<file path="src/hrcp_pkg.sv">
// Package for the HTTP response parser: phase codes, result kinds, error codes,
// header name tables and the result word type. No dependencies.
package hrcp_pkg;

   localparam int LENGTH_BITS_DEF = 64;
   localparam int RSP_DEPTH = 8;
   localparam int RSP_PTR_BITS = 3;
   localparam int RSP_PER_WORD = 3;

   typedef enum logic [2:0] {
      PH_STATUS = 3'd0,
      PH_NAME   = 3'd1,
      PH_VALUE  = 3'd2,
      PH_CHSIZE = 3'd3,
      PH_CHDATA = 3'd4,
      PH_CHSKIP = 3'd5,
      PH_BODY   = 3'd6,
      PH_DEAD   = 3'd7
   } phase_type;

   typedef enum logic [2:0] {
      VK_NONE     = 3'd0,
      VK_LOCATION = 3'd1,
      VK_CTYPE    = 3'd2,
      VK_TE       = 3'd3,
      VK_CLEN     = 3'd4
   } vkind_type;

   typedef enum logic [1:0] {
      NS_FIRST   = 2'd0,
      NS_DIGITS  = 2'd1,
      NS_STOPPED = 2'd2,
      NS_FAILED  = 2'd3
   } nstate_type;

   localparam logic [2:0] KIND_BODY       = 3'd0;
   localparam logic [2:0] KIND_LOC_START  = 3'd1;
   localparam logic [2:0] KIND_LOC_BYTE   = 3'd2;
   localparam logic [2:0] KIND_CT_START   = 3'd3;
   localparam logic [2:0] KIND_CT_BYTE    = 3'd4;
   localparam logic [2:0] KIND_SUMMARY    = 3'd5;

   localparam logic [1:0] ERR_NONE    = 2'd0;
   localparam logic [1:0] ERR_NO_TERM = 2'd1;
   localparam logic [1:0] ERR_NO_STAT = 2'd2;

   localparam logic [7:0] CH_CR    = 8'h0D;
   localparam logic [7:0] CH_LF    = 8'h0A;
   localparam logic [7:0] CH_SP    = 8'h20;
   localparam logic [7:0] CH_TAB   = 8'h09;
   localparam logic [7:0] CH_MINUS = 8'h2D;
   localparam logic [7:0] CH_COLON = 8'h3A;
   localparam logic [7:0] CH_C     = 8'h63;

   localparam logic [55:0] CHUNK_WORD = "chunked";

   typedef struct packed {
      logic [2:0]  kind;
      logic [7:0]  out_byte;
      logic [10:0] status_code;
      logic [1:0]  fault_code;
      logic        final_res;
   } rsp_type;

   function automatic logic [4:0] hdr_len(input logic [1:0] i);
      logic [4:0] l;
      case (i)
         2'd0: l = 5'd8;
         2'd1: l = 5'd12;
         2'd2: l = 5'd17;
         2'd3: l = 5'd14;
         default: l = 5'd0;
      endcase
      return l;
   endfunction

   function automatic vkind_type hdr_kind(input logic [1:0] i);
      vkind_type k;
      case (i)
         2'd0: k = VK_LOCATION;
         2'd1: k = VK_CTYPE;
         2'd2: k = VK_TE;
         2'd3: k = VK_CLEN;
         default: k = VK_NONE;
      endcase
      return k;
   endfunction

   // Character of a header name at a position below its length.
   function automatic logic [7:0] hdr_char(input logic [1:0] i, input logic [4:0] p);
      logic [135:0] s;
      logic [4:0]   idx;
      case (i)
         2'd0: s = 136'("location");
         2'd1: s = 136'("content-type");
         2'd2: s = 136'("transfer-encoding");
         2'd3: s = 136'("content-length");
         default: s = '0;
      endcase
      idx = hdr_len(i) - 5'd1 - p;
      return s[8 * idx +: 8];
   endfunction

endpackage

</file>
<file path="src/http_response_chunked_parser.sv">
// Top level of the HTTP response parser with chunked body decoding.
// Depends on hrcp_pkg for codes, header tables and the result word type.
//
// channel  direction  handshake            payload
// req      in         req_valid/req_stall  req_data_byte, req_end_of_stream
// rsp      out        rsp_valid/rsp_stall  kind, out_byte, status_code, fault_code, final_res
// csr      in         csr_valid/csr_ready  csr_max_body_bytes
//
// Each byte is parsed combinationally and its zero to three result words are written into
// an eight-entry result queue, so one byte is taken every cycle while req_stall is low.
// A byte's first word is offered once the words ahead of it drain; the queue drains one
// word per cycle while rsp_stall is low. req_stall rises while fewer than three entries
// are free. Reset is synchronous and returns the parser to the status line.
module http_response_chunked_parser #(
   parameter int LENGTH_BITS = hrcp_pkg::LENGTH_BITS_DEF
) (
   input  logic        clock,
   input  logic        reset,
   input  logic        req_valid,
   output logic        req_stall,
   input  logic [7:0]  req_data_byte,
   input  logic        req_end_of_stream,
   output logic        rsp_valid,
   input  logic        rsp_stall,
   output logic [2:0]  rsp_kind,
   output logic [7:0]  rsp_out_byte,
   output logic signed [10:0] rsp_status_code,
   output logic [1:0]  rsp_fault_code,
   output logic        rsp_final_res,
   input  logic        csr_valid,
   output logic        csr_ready,
   input  logic [31:0] csr_max_body_bytes
);
   import hrcp_pkg::*;

   typedef struct packed {
      phase_type              phase;
      logic [1:0]             term;
      logic                   pcr;
      logic                   head_found;
      logic [9:0]             sval;
      logic [1:0]             sdigits;
      logic                   sneg;
      logic                   sspace;
      logic                   sstop;
      logic                   sany;
      logic [4:0]             npos;
      logic [3:0]             nalive;
      vkind_type              vkind;
      logic                   vstarted;
      logic                   chmode;
      logic [2:0]             chmatch;
      nstate_type             nstate;
      logic [LENGTH_BITS-1:0] nacc;
      logic [LENGTH_BITS-1:0] lenval;
      logic                   lenvalid;
      logic [LENGTH_BITS-1:0] chrem;
      logic [1:0]             skip;
      logic [31:0]            bcount;
   } st_type;

   function automatic st_type clear_st();
      st_type s;
      s = '0;
      s.phase = PH_STATUS;
      s.nalive = 4'hF;
      s.vkind = VK_NONE;
      s.nstate = NS_FIRST;
      return s;
   endfunction

   function automatic void feed(input nstate_type ns, input logic [LENGTH_BITS-1:0] acc,
                                input logic [7:0] c, input logic hex,
                                output nstate_type ns_o, output logic [LENGTH_BITS-1:0] acc_o);
      logic [3:0]             d;
      logic                   ok;
      logic [LENGTH_BITS+3:0] ext;
      ns_o = ns;
      acc_o = acc;
      d = '0;
      ok = 1'b0;
      if (c >= "0" && c <= "9") begin
         d = 4'(c - "0");
         ok = 1'b1;
      end else if (hex && c >= "a" && c <= "f") begin
         d = 4'(c - "a" + 8'd10);
         ok = 1'b1;
      end else if (hex && c >= "A" && c <= "F") begin
         d = 4'(c - "A" + 8'd10);
         ok = 1'b1;
      end
      if (hex) begin
         ext = {acc, 4'b0000} + (LENGTH_BITS+4)'(d);
      end else begin
         ext = {1'b0, acc, 3'b000} + {3'b000, acc, 1'b0} + (LENGTH_BITS+4)'(d);
      end
      if (ns == NS_FIRST || ns == NS_DIGITS) begin
         if (!ok) begin
            ns_o = (ns == NS_FIRST) ? NS_FAILED : NS_STOPPED;
         end else if (ext[LENGTH_BITS+3:LENGTH_BITS] != 4'd0) begin
            ns_o = NS_FAILED;
         end else begin
            acc_o = ext[LENGTH_BITS-1:0];
            ns_o = NS_DIGITS;
         end
      end
   endfunction

   function automatic st_type start_hex(input st_type s);
      st_type r;
      r = s;
      r.phase = PH_CHSIZE;
      r.nstate = NS_FIRST;
      r.chrem = '0;
      r.pcr = 1'b0;
      return r;
   endfunction

   function automatic st_type new_header(input st_type s);
      st_type r;
      r = s;
      r.phase = PH_NAME;
      r.npos = '0;
      r.nalive = 4'hF;
      r.vkind = VK_NONE;
      return r;
   endfunction

   function automatic logic status_zero(input st_type s);
      return !s.sany || s.sval == 10'd0;
   endfunction

   function automatic st_type content_f(input st_type s, input logic [7:0] c,
                                        output logic ev, output logic [2:0] ek,
                                        output logic [7:0] eb);
      st_type     r;
      logic [7:0] low;
      r = s;
      ev = 1'b0;
      ek = KIND_BODY;
      eb = '0;
      low = (c >= "A" && c <= "Z") ? c + 8'd32 : c;
      if (s.phase == PH_CHSIZE) begin
         feed(s.nstate, s.chrem, c, 1'b1, r.nstate, r.chrem);
      end else begin
         r.term = '0;
         case (s.phase)
            PH_STATUS: begin
               if (!s.sspace) begin
                  if (c == CH_SP) r.sspace = 1'b1;
               end else if (!s.sstop && s.sdigits != 2'd3) begin
                  if (s.sdigits == 2'd0 && c == CH_MINUS) begin
                     r.sneg = 1'b1;
                  end else if (c >= "0" && c <= "9") begin
                     r.sval = 10'(s.sval * 10'd10 + 10'(c - "0"));
                     r.sany = 1'b1;
                  end else begin
                     r.sstop = 1'b1;
                  end
                  r.sdigits = s.sdigits + 2'd1;
               end
            end
            PH_NAME: begin
               if (c == CH_COLON) begin
                  r.vkind = VK_NONE;
                  for (int i = 0; i < 4; i++) begin
                     if (s.nalive[i] && s.npos == hdr_len(2'(i))) r.vkind = hdr_kind(2'(i));
                  end
                  r.phase = PH_VALUE;
                  r.vstarted = 1'b0;
                  r.chmatch = '0;
                  r.nstate = NS_FIRST;
                  r.nacc = '0;
                  if (r.vkind == VK_LOCATION) begin
                     ev = 1'b1;
                     ek = KIND_LOC_START;
                  end else if (r.vkind == VK_CTYPE) begin
                     ev = 1'b1;
                     ek = KIND_CT_START;
                  end
               end else begin
                  for (int i = 0; i < 4; i++) begin
                     if (s.nalive[i] && (s.npos >= hdr_len(2'(i)) ||
                                         hdr_char(2'(i), s.npos) != low)) begin
                        r.nalive[i] = 1'b0;
                     end
                  end
                  if (s.npos != 5'd31) r.npos = s.npos + 5'd1;
               end
            end
            PH_VALUE: begin
               if (s.vstarted || (c != CH_SP && c != CH_TAB)) begin
                  r.vstarted = 1'b1;
                  case (s.vkind)
                     VK_LOCATION: begin
                        ev = 1'b1;
                        ek = KIND_LOC_BYTE;
                        eb = c;
                     end
                     VK_CTYPE: begin
                        ev = 1'b1;
                        ek = KIND_CT_BYTE;
                        eb = c;
                     end
                     VK_TE: begin
                        if (s.chmatch != 3'd7) begin
                           if (c == CHUNK_WORD[8 * (3'd6 - s.chmatch) +: 8]) begin
                              r.chmatch = s.chmatch + 3'd1;
                           end else begin
                              r.chmatch = (c == CH_C) ? 3'd1 : 3'd0;
                           end
                        end
                     end
                     VK_CLEN: feed(s.nstate, s.nacc, c, 1'b0, r.nstate, r.nacc);
                     default: ;
                  endcase
               end
            end
            default: ;
         endcase
      end
      return r;
   endfunction

   function automatic st_type line_close(input st_type s);
      st_type r;
      r = s;
      if (s.phase == PH_CHSIZE) begin
         r.phase = ((s.nstate == NS_DIGITS || s.nstate == NS_STOPPED) && s.chrem != '0) ?
                   PH_CHDATA : PH_DEAD;
      end else begin
         if (s.term != 2'd2) r.term = s.term + 2'd1;
         if (r.term == 2'd2) begin
            r.head_found = 1'b1;
            r.pcr = 1'b0;
            if (s.phase != PH_DEAD) begin
               if (s.chmode) begin
                  r = start_hex(r);
               end else begin
                  r.phase = PH_BODY;
                  r.chrem = s.lenval;
               end
            end
         end else begin
            case (s.phase)
               PH_STATUS: begin
                  if (status_zero(s)) r.phase = PH_DEAD;
                  else r = new_header(r);
               end
               PH_NAME: r = new_header(r);
               PH_VALUE: begin
                  if (s.vkind == VK_TE) begin
                     r.chmode = (s.chmatch == 3'd7);
                  end else if (s.vkind == VK_CLEN &&
                               (s.nstate == NS_DIGITS || s.nstate == NS_STOPPED)) begin
                     r.lenval = s.nacc;
                     r.lenvalid = 1'b1;
                  end
                  r = new_header(r);
               end
               default: ;
            endcase
         end
      end
      return r;
   endfunction

   function automatic st_type body_f(input st_type s, input logic [31:0] maxb,
                                     output logic ev);
      st_type r;
      logic   want;
      r = s;
      want = 1'b0;
      case (s.phase)
         PH_CHDATA: begin
            want = 1'b1;
            if (s.chrem != '0) r.chrem = s.chrem - 1'b1;
            if (r.chrem == '0) begin
               r.phase = PH_CHSKIP;
               r.skip = 2'd2;
            end
         end
         PH_CHSKIP: begin
            if (s.skip != 2'd0) r.skip = s.skip - 2'd1;
            if (r.skip == 2'd0) r = start_hex(r);
         end
         PH_BODY: begin
            if (!s.lenvalid) begin
               want = 1'b1;
            end else if (s.chrem != '0) begin
               want = 1'b1;
               r.chrem = s.chrem - 1'b1;
            end
         end
         default: ;
      endcase
      ev = want && (s.bcount < maxb);
      if (ev) r.bcount = s.bcount + 32'd1;
      return r;
   endfunction

   st_type             st_ff, st_in;
   logic [31:0]        maxb_ff, maxb_in;
   rsp_type            fifo_ff [RSP_DEPTH];
   logic [RSP_PTR_BITS-1:0] wr_ff, wr_in, rd_ff, rd_in;
   logic [RSP_PTR_BITS:0]   cnt_ff, cnt_in;

   rsp_type    res [RSP_PER_WORD];
   logic [1:0] nres;
   logic       accept, pop;

   assign accept = req_valid && !req_stall;
   assign pop = rsp_valid && !rsp_stall;
   assign req_stall = cnt_ff > (RSP_PTR_BITS+1)'(RSP_DEPTH - RSP_PER_WORD);
   assign csr_ready = 1'b1;
   assign maxb_in = (csr_valid && csr_ready) ? csr_max_body_bytes : maxb_ff;

   always_comb begin
      st_type       s;
      logic         lined, e0, e1;
      logic [2:0]   k0, k1;
      logic [7:0]   b0, b1, b;
      rsp_type      cand [RSP_PER_WORD];
      logic [2:0]   cv;
      logic [10:0]  sv;
      s = st_ff;
      b = req_data_byte;
      e0 = 1'b0;
      e1 = 1'b0;
      k0 = KIND_BODY;
      k1 = KIND_BODY;
      b0 = '0;
      b1 = '0;
      lined = st_ff.phase <= PH_CHSIZE || (st_ff.phase == PH_DEAD && !st_ff.head_found);
      if (lined) begin
         if (st_ff.pcr) begin
            s.pcr = 1'b0;
            if (b == CH_LF) begin
               s = line_close(s);
            end else begin
               s = content_f(s, CH_CR, e0, k0, b0);
               if (b == CH_CR) s.pcr = 1'b1;
               else s = content_f(s, b, e1, k1, b1);
            end
         end else if (b == CH_CR) begin
            s.pcr = 1'b1;
         end else begin
            s = content_f(s, b, e0, k0, b0);
         end
      end else begin
         s = body_f(s, maxb_ff, e0);
         b0 = b;
         k0 = KIND_BODY;
      end
      sv = {1'b0, s.sval};
      if (!s.sany) sv = '0;
      else if (s.sneg) sv = -sv;
      cand[0] = '{kind: k0, out_byte: b0, status_code: '0, fault_code: ERR_NONE,
                  final_res: 1'b0};
      cand[1] = '{kind: k1, out_byte: b1, status_code: '0, fault_code: ERR_NONE,
                  final_res: 1'b0};
      cand[2] = '{kind: KIND_SUMMARY, out_byte: '0, status_code: '0,
                  fault_code: ERR_NONE, final_res: 1'b0};
      if (!s.head_found) cand[2].fault_code = ERR_NO_TERM;
      else if (sv == 11'd0) cand[2].fault_code = ERR_NO_STAT;
      else cand[2].status_code = sv;
      cv = {req_end_of_stream, e1, e0};
      for (int i = 0; i < RSP_PER_WORD; i++) res[i] = cand[0];
      nres = '0;
      for (int i = 0; i < RSP_PER_WORD; i++) begin
         if (cv[i]) begin
            res[nres] = cand[i];
            nres = nres + 2'd1;
         end
      end
      if (nres != 2'd0) res[nres - 2'd1].final_res = 1'b1;
      if (req_end_of_stream) s = clear_st();
      st_in = accept ? s : st_ff;
   end

   always_comb begin
      wr_in = wr_ff;
      rd_in = rd_ff;
      cnt_in = cnt_ff;
      if (accept) begin
         wr_in = wr_ff + RSP_PTR_BITS'(nres);
         cnt_in = cnt_in + (RSP_PTR_BITS+1)'(nres);
      end
      if (pop) begin
         rd_in = rd_ff + 1'b1;
         cnt_in = cnt_in - 1'b1;
      end
   end

   always_ff @(posedge clock) begin
      if (reset) begin
         st_ff <= clear_st();
         maxb_ff <= 32'd16777216;
         wr_ff <= '0;
         rd_ff <= '0;
         cnt_ff <= '0;
      end else begin
         st_ff <= st_in;
         maxb_ff <= maxb_in;
         wr_ff <= wr_in;
         rd_ff <= rd_in;
         cnt_ff <= cnt_in;
      end
   end

   always_ff @(posedge clock) begin
      if (accept) begin
         for (int i = 0; i < RSP_PER_WORD; i++) begin
            if (2'(i) < nres) fifo_ff[wr_ff + RSP_PTR_BITS'(i)] <= res[i];
         end
      end
   end

   assign rsp_valid = cnt_ff != '0;
   assign rsp_kind = fifo_ff[rd_ff].kind;
   assign rsp_out_byte = fifo_ff[rd_ff].out_byte;
   assign rsp_status_code = fifo_ff[rd_ff].status_code;
   assign rsp_fault_code = fifo_ff[rd_ff].fault_code;
   assign rsp_final_res = fifo_ff[rd_ff].final_res;

endmodule
</file>
<file path="config.mk">
export PLATFORM = sky130hd
export DESIGN_NAME = http_response_chunked_parser
export DESIGN_NICKNAME = d
export VERILOG_FILES = /design/src/hrcp_pkg.sv /design/src/http_response_chunked_parser.sv
export SDC_FILE = /design/constraint.sdc
export NUM_CORES = 2
export LEC_CHECK = 0
export ABC_AREA = 1
export BUFFER_PORTS_ARGS = -buffer_cell sky130_fd_sc_hd__buf_2
export CORE_MARGIN = 2
export CORE_UTILIZATION = 35
export CTS_BUF_LIST = sky130_fd_sc_hd__clkbuf_8 sky130_fd_sc_hd__clkbuf_16
export CTS_CLUSTER_DIAMETER = 120
export DETAILED_ROUTE_END_ITERATION = 10
export PLACE_DENSITY = 0.62
export SETUP_SLACK_MARGIN = 0.5
export SLEW_MARGIN = 20
export SYNTH_ARGS = -nofsm -noshare
export SYNTH_HDL_FRONTEND = slang
export SYNTH_SLANG_ARGS = --single-unit
</file>
<file path="constraint.sdc">
create_clock -name clock -period 5.55 [get_ports clock]
set_clock_uncertainty 0.1 [all_clocks]
set_input_delay 0.555 -clock clock [delete_from_list [all_inputs] [get_ports clock]]
set_output_delay 0.555 -clock clock [all_outputs]
set_load 0.005 [all_outputs]
</file>
==> flow_metrics.py <==
metrics = {
    "outcome": {
        "status": "completed",
    },
    "final_layout": {
        "number_of_nets_in_the_layout": 6321,
        "finalInstanceArea_um2": 44300,
        "post_route_cells_drive_above_1_share": 0.0796,
        "synthToLayoutAreaGrowth_pct": 11.8,
    },
    "sta": {
        "slew_violations": 0,
        "worst_hold_slack_ns": 0.0330,
        "setup_viol": 0,
        "shortest_period_the_worst_path_allows_ns": 4.72,
        "layout_worst_path_cycle_share": 0.850,
        "tightest_slew_ns": 1.15,
        "timing.slew.headroom": 0.223,
        "fmax_mhz": 212,
        "hold_violations": 0,
        "rsz0062_at_grt": "true",
    },
    "floorplanning": {
        "initial_core_util": 0.352,
        "die_area_um2": 116000,
        "floorplan.die.width_um": 341,
        "fp.coreArea_um2": 112000,
        "rows": 123,
        "io_pins": 74,
        "die_height_um": 341,
    },
    "critical_path": {
        "crit_arrival_ns": 5.21,
        "cp.required_ns": 6.05,
        "setup_crit_path_kind": "reg -> reg",
        "timing.critical_path.fanout_max": 6,
        "cpMaxStageDelayCell": "sky130_fd_sc_hd__fa_1",
        "worst_path_dominant_cell_family": "adder cells",
        "critical_path.max_stage_delay_ns": 0.41,
        "startpoint_type": "flop",
        "worst_path_most_repeated_cell": "sky130_fd_sc_hd__nand2_1",
        "critical_path.n_buffers_inverters": 4,
        "worst_setup_path_end_kind": "flop",
    },
    "detailed_routing": {
        "via_density_per_instance": 5.56,
        "detail_route.first_pass.iterations": 9,
        "drt_iter0_markers": 4609,
        "ant_nets": 0,
        "routed-via-count": 42000,
        "detail_route.drc_violations": 0,
        "drt-wirelength-per-cell_um": 19.8,
        "postRouteWirelength_mm": 150,
    },
    "logic_synthesis": {
        "async_flop_share": 0,
        "synth-edff-count": 200,
        "synth.avg_cell_area_um2": 6.65,
        "synth_seq_cells": 514,
        "synthTopCellsByCount": "sky130_fd_sc_hd__nand2_1, sky130_fd_sc_hd__nor2_1, sky130_fd_sc_hd__inv_1",
        "synthesis.yosys.warnings": 0,
        "post_synth_inst_count": 5966,
        "post_synth_num_cell_types": 70,
        "syn_area_um2": 39700,
        "post_synth_mux_area_share": 0,
        "simple_gate_share_of_the_synthesized_area": 0.312,
        "synth-compound-area-share": 0.188,
        "synth_top_area_share": 0.159,
        "synth_top_family_by_area": "simple AND/OR/NAND/NOR gates",
        "synth_seq_area_share": 0.310,
        "ys_dominant_reg_cell": "sky130_fd_sc_hd__dfxtp_1",
        "yosys.area.top_type": "sky130_fd_sc_hd__dfxtp_1",
        "synth_fa_ha_area_frac": 0.0860,
        "synth.most_common_cell": "sky130_fd_sc_hd__nand2_1",
        "xor_and_xnor_area_share_after_synthesis": 0.0225,
        "leading_post_synthesis_cells_by_cell_area": "sky130_fd_sc_hd__dfxtp_1, sky130_fd_sc_hd__edfxtp_1, sky130_fd_sc_hd__nand2_1",
        "synth.net_count": 6281,
    },
    "placement": {
        "detailedPlacementHpwl_mm": 107,
        "gp_routability_congestion": 0.970,
        "placed_area_um2": 42100,
        "port-buffer-count": 72,
    },
    "global_route": {
        "grt.met3_usage": 0.0413,
        "gr-max-usage-layer": "met2",
        "globalRouteMet2Util": 0.398,
        "global_route.usage.met1": 0.331,
        "grt_pass1_wl_mm": 229,
        "grt_antenna_before_repair": 3,
        "globalRouteTotalUtil": 0.249,
        "grt_start_max_net_pins": 153,
        "overflow": 0,
        "first_global_vias": 38900,
    },
    "clock_network": {
        "clock_tree.htree_level_count": 2,
        "cts.sinks": 514,
        "path_clk_slew_ns": 0.06,
        "clock_tree.buffer_depth": 3,
        "numCtsBuffers": 60,
        "post_cts_hold_buffer_count": 0,
        "cts_tree": "done",
        "clk_latency_ns": 0.69,
        "clockRootBuffer": "sky130_fd_sc_hd__clkbuf_16",
    },
    "power_and_ir_drop": {
        "total_power_w": 0.0153,
        "reported_leakage_power_nw": 18.8,
        "cellPowerDensity_nw_per_um2": 344,
        "irDropWorstVdd_v": 0.000268,
    },
    "job": {
        "maxCapViolations": 0,
    },
    "worst_hold_path": {
        "worstHoldPathType": "in -> reg",
    },
}
==> final cells by class <==
type / instances / area [um2]
multi-input combinational: 4617 / 24300
inverter: 581 / 2190
clock inverter: 47 / 393
antenna: 1 / 2.50
sequential: 514 / 12300
fill: 11900 / 68200
tap: 1500 / 1880
timing repair buffer: 232 / 1710
clock buffer: 65 / 1570
==> routing by layer <==
metal | part of all wire | vias up
li1 | - | 20300
met1 | 0.42 | 19500
met2 | 0.44 | 1845
met3 | 0.088 | 411
met4 | 0.047 | 6
met5 | 0.00031 | -
==> timing repair <==
item / 4_1_cts / 5_1_grt
cloned: 0 / 2
endpoints found under the hold margin: 0 / 0
buffers inserted: 1 / 8
gates resized for setup: 6 / 27
pin swaps: 1 / 5
setup endpoints to repair: 81 / 443
==> logic make-up after synthesis <==
kind of cell,Yosys count
compound gates,1296
xor+xnor,102
fa+ha+maj,269
buf+inv,835
flops,514
other cells,1
simple gates,2949
==> power by group <==
group	switching [W]	internal, W	leakage (nW)
Clock	0.00177	0.00227	0.992
Combinational	0.00448	0.00193	13.5
Sequential	0.000431	0.00439	4.32
Total	0.00668	0.00858	18.8
==> path summary, 6_finish.rpt <==
path	slack, ns	end	cells after the start	startpoint
min reg2reg	0.35	rd_ff[2]	1	rd_ff[2]
max reg2reg	0.83	cnt_ff[1]	27	st_ff[241]
max	0.83	cnt_ff[1]	27	st_ff[241]
min	0.03	maxb_ff[0]	3	csr_max_body_bytes[0]
==> layout by cell type (no fill, tap or decap), types with 27 or more instances in the layout <==
cell type,netlist,routed
sky130_fd_sc_hd__a211oi_1,61,61
sky130_fd_sc_hd__a21oi_1,469,467
sky130_fd_sc_hd__a22oi_1,31,31
sky130_fd_sc_hd__a31oi_1,58,58
sky130_fd_sc_hd__buf_2,50,71
sky130_fd_sc_hd__buf_4,4,149
sky130_fd_sc_hd__clkbuf_16,0,62
sky130_fd_sc_hd__clkinv_1,16,27
sky130_fd_sc_hd__dfxtp_1,314,308
sky130_fd_sc_hd__edfxtp_1,200,200
sky130_fd_sc_hd__ha_1,263,259
sky130_fd_sc_hd__inv_1,542,548
sky130_fd_sc_hd__nand2_1,1494,1488
sky130_fd_sc_hd__nand3_1,382,381
sky130_fd_sc_hd__nand4_1,79,79
sky130_fd_sc_hd__nor2_1,772,762
sky130_fd_sc_hd__nor3_1,103,102
sky130_fd_sc_hd__o211ai_1,37,37
sky130_fd_sc_hd__o21ai_0,410,399
sky130_fd_sc_hd__o221ai_1,49,49
sky130_fd_sc_hd__o22ai_1,72,72
sky130_fd_sc_hd__xnor2_1,28,28
sky130_fd_sc_hd__xor2_1,74,74
==> metrics by stage <==
step	setup slack, ns	std cells	util	setup TNS, ns
4_1_cts	0.515	7546	0.392	0
5_1_grt	0.468	7556	0.394	0
2_1_floorplan	0.404	5966	-	0
3_5_place_dp	-0.0291	7433	0.374	-0.0291
6_report	0.834	7557	0.394	0
3_3_place_gp	0.0524	7433	0.374	0
==> sequential cells by signal, indices dropped and copies added (netlist names), named ones only <==
signal and flops:
wr_ff 3, fifo_ff 200, rd_ff 3, maxb_ff 32, st_ff 269, cnt_ff 4
==> worst reg2reg max path, cell delays in order, from the launching register on <==
cell and delay, ns:
sky130_fd_sc_hd__dfxtp_2 0.36, sky130_fd_sc_hd__clkinvlp_4 0.15, sky130_fd_sc_hd__ha_1 0.33, sky130_fd_sc_hd__or2_2 0.31, sky130_fd_sc_hd__o211ai_1 0.09, sky130_fd_sc_hd__o211ai_1 0.16
sky130_fd_sc_hd__nor3_1 0.16, sky130_fd_sc_hd__nand3_1 0.11, sky130_fd_sc_hd__a21boi_2 0.17, sky130_fd_sc_hd__nand4_1 0.10, sky130_fd_sc_hd__nand2_1 0.12, sky130_fd_sc_hd__nand3_1 0.11
sky130_fd_sc_hd__nand2_2 0.15, sky130_fd_sc_hd__nand2_2 0.11, sky130_fd_sc_hd__ha_4 0.31, sky130_fd_sc_hd__nand2_1 0.07, sky130_fd_sc_hd__inv_1 0.13, sky130_fd_sc_hd__nor2_2 0.05
sky130_fd_sc_hd__buf_4 0.15, sky130_fd_sc_hd__ha_1 0.19, sky130_fd_sc_hd__inv_1 0.07, sky130_fd_sc_hd__fa_1 0.41, sky130_fd_sc_hd__nand2_1 0.09, sky130_fd_sc_hd__o21ai_2 0.07
sky130_fd_sc_hd__ha_1 0.30, sky130_fd_sc_hd__nand2_1 0.07, sky130_fd_sc_hd__nand2_1 0.05, sky130_fd_sc_hd__a21oi_1 0.13
(Power assumes the default switching activity.)
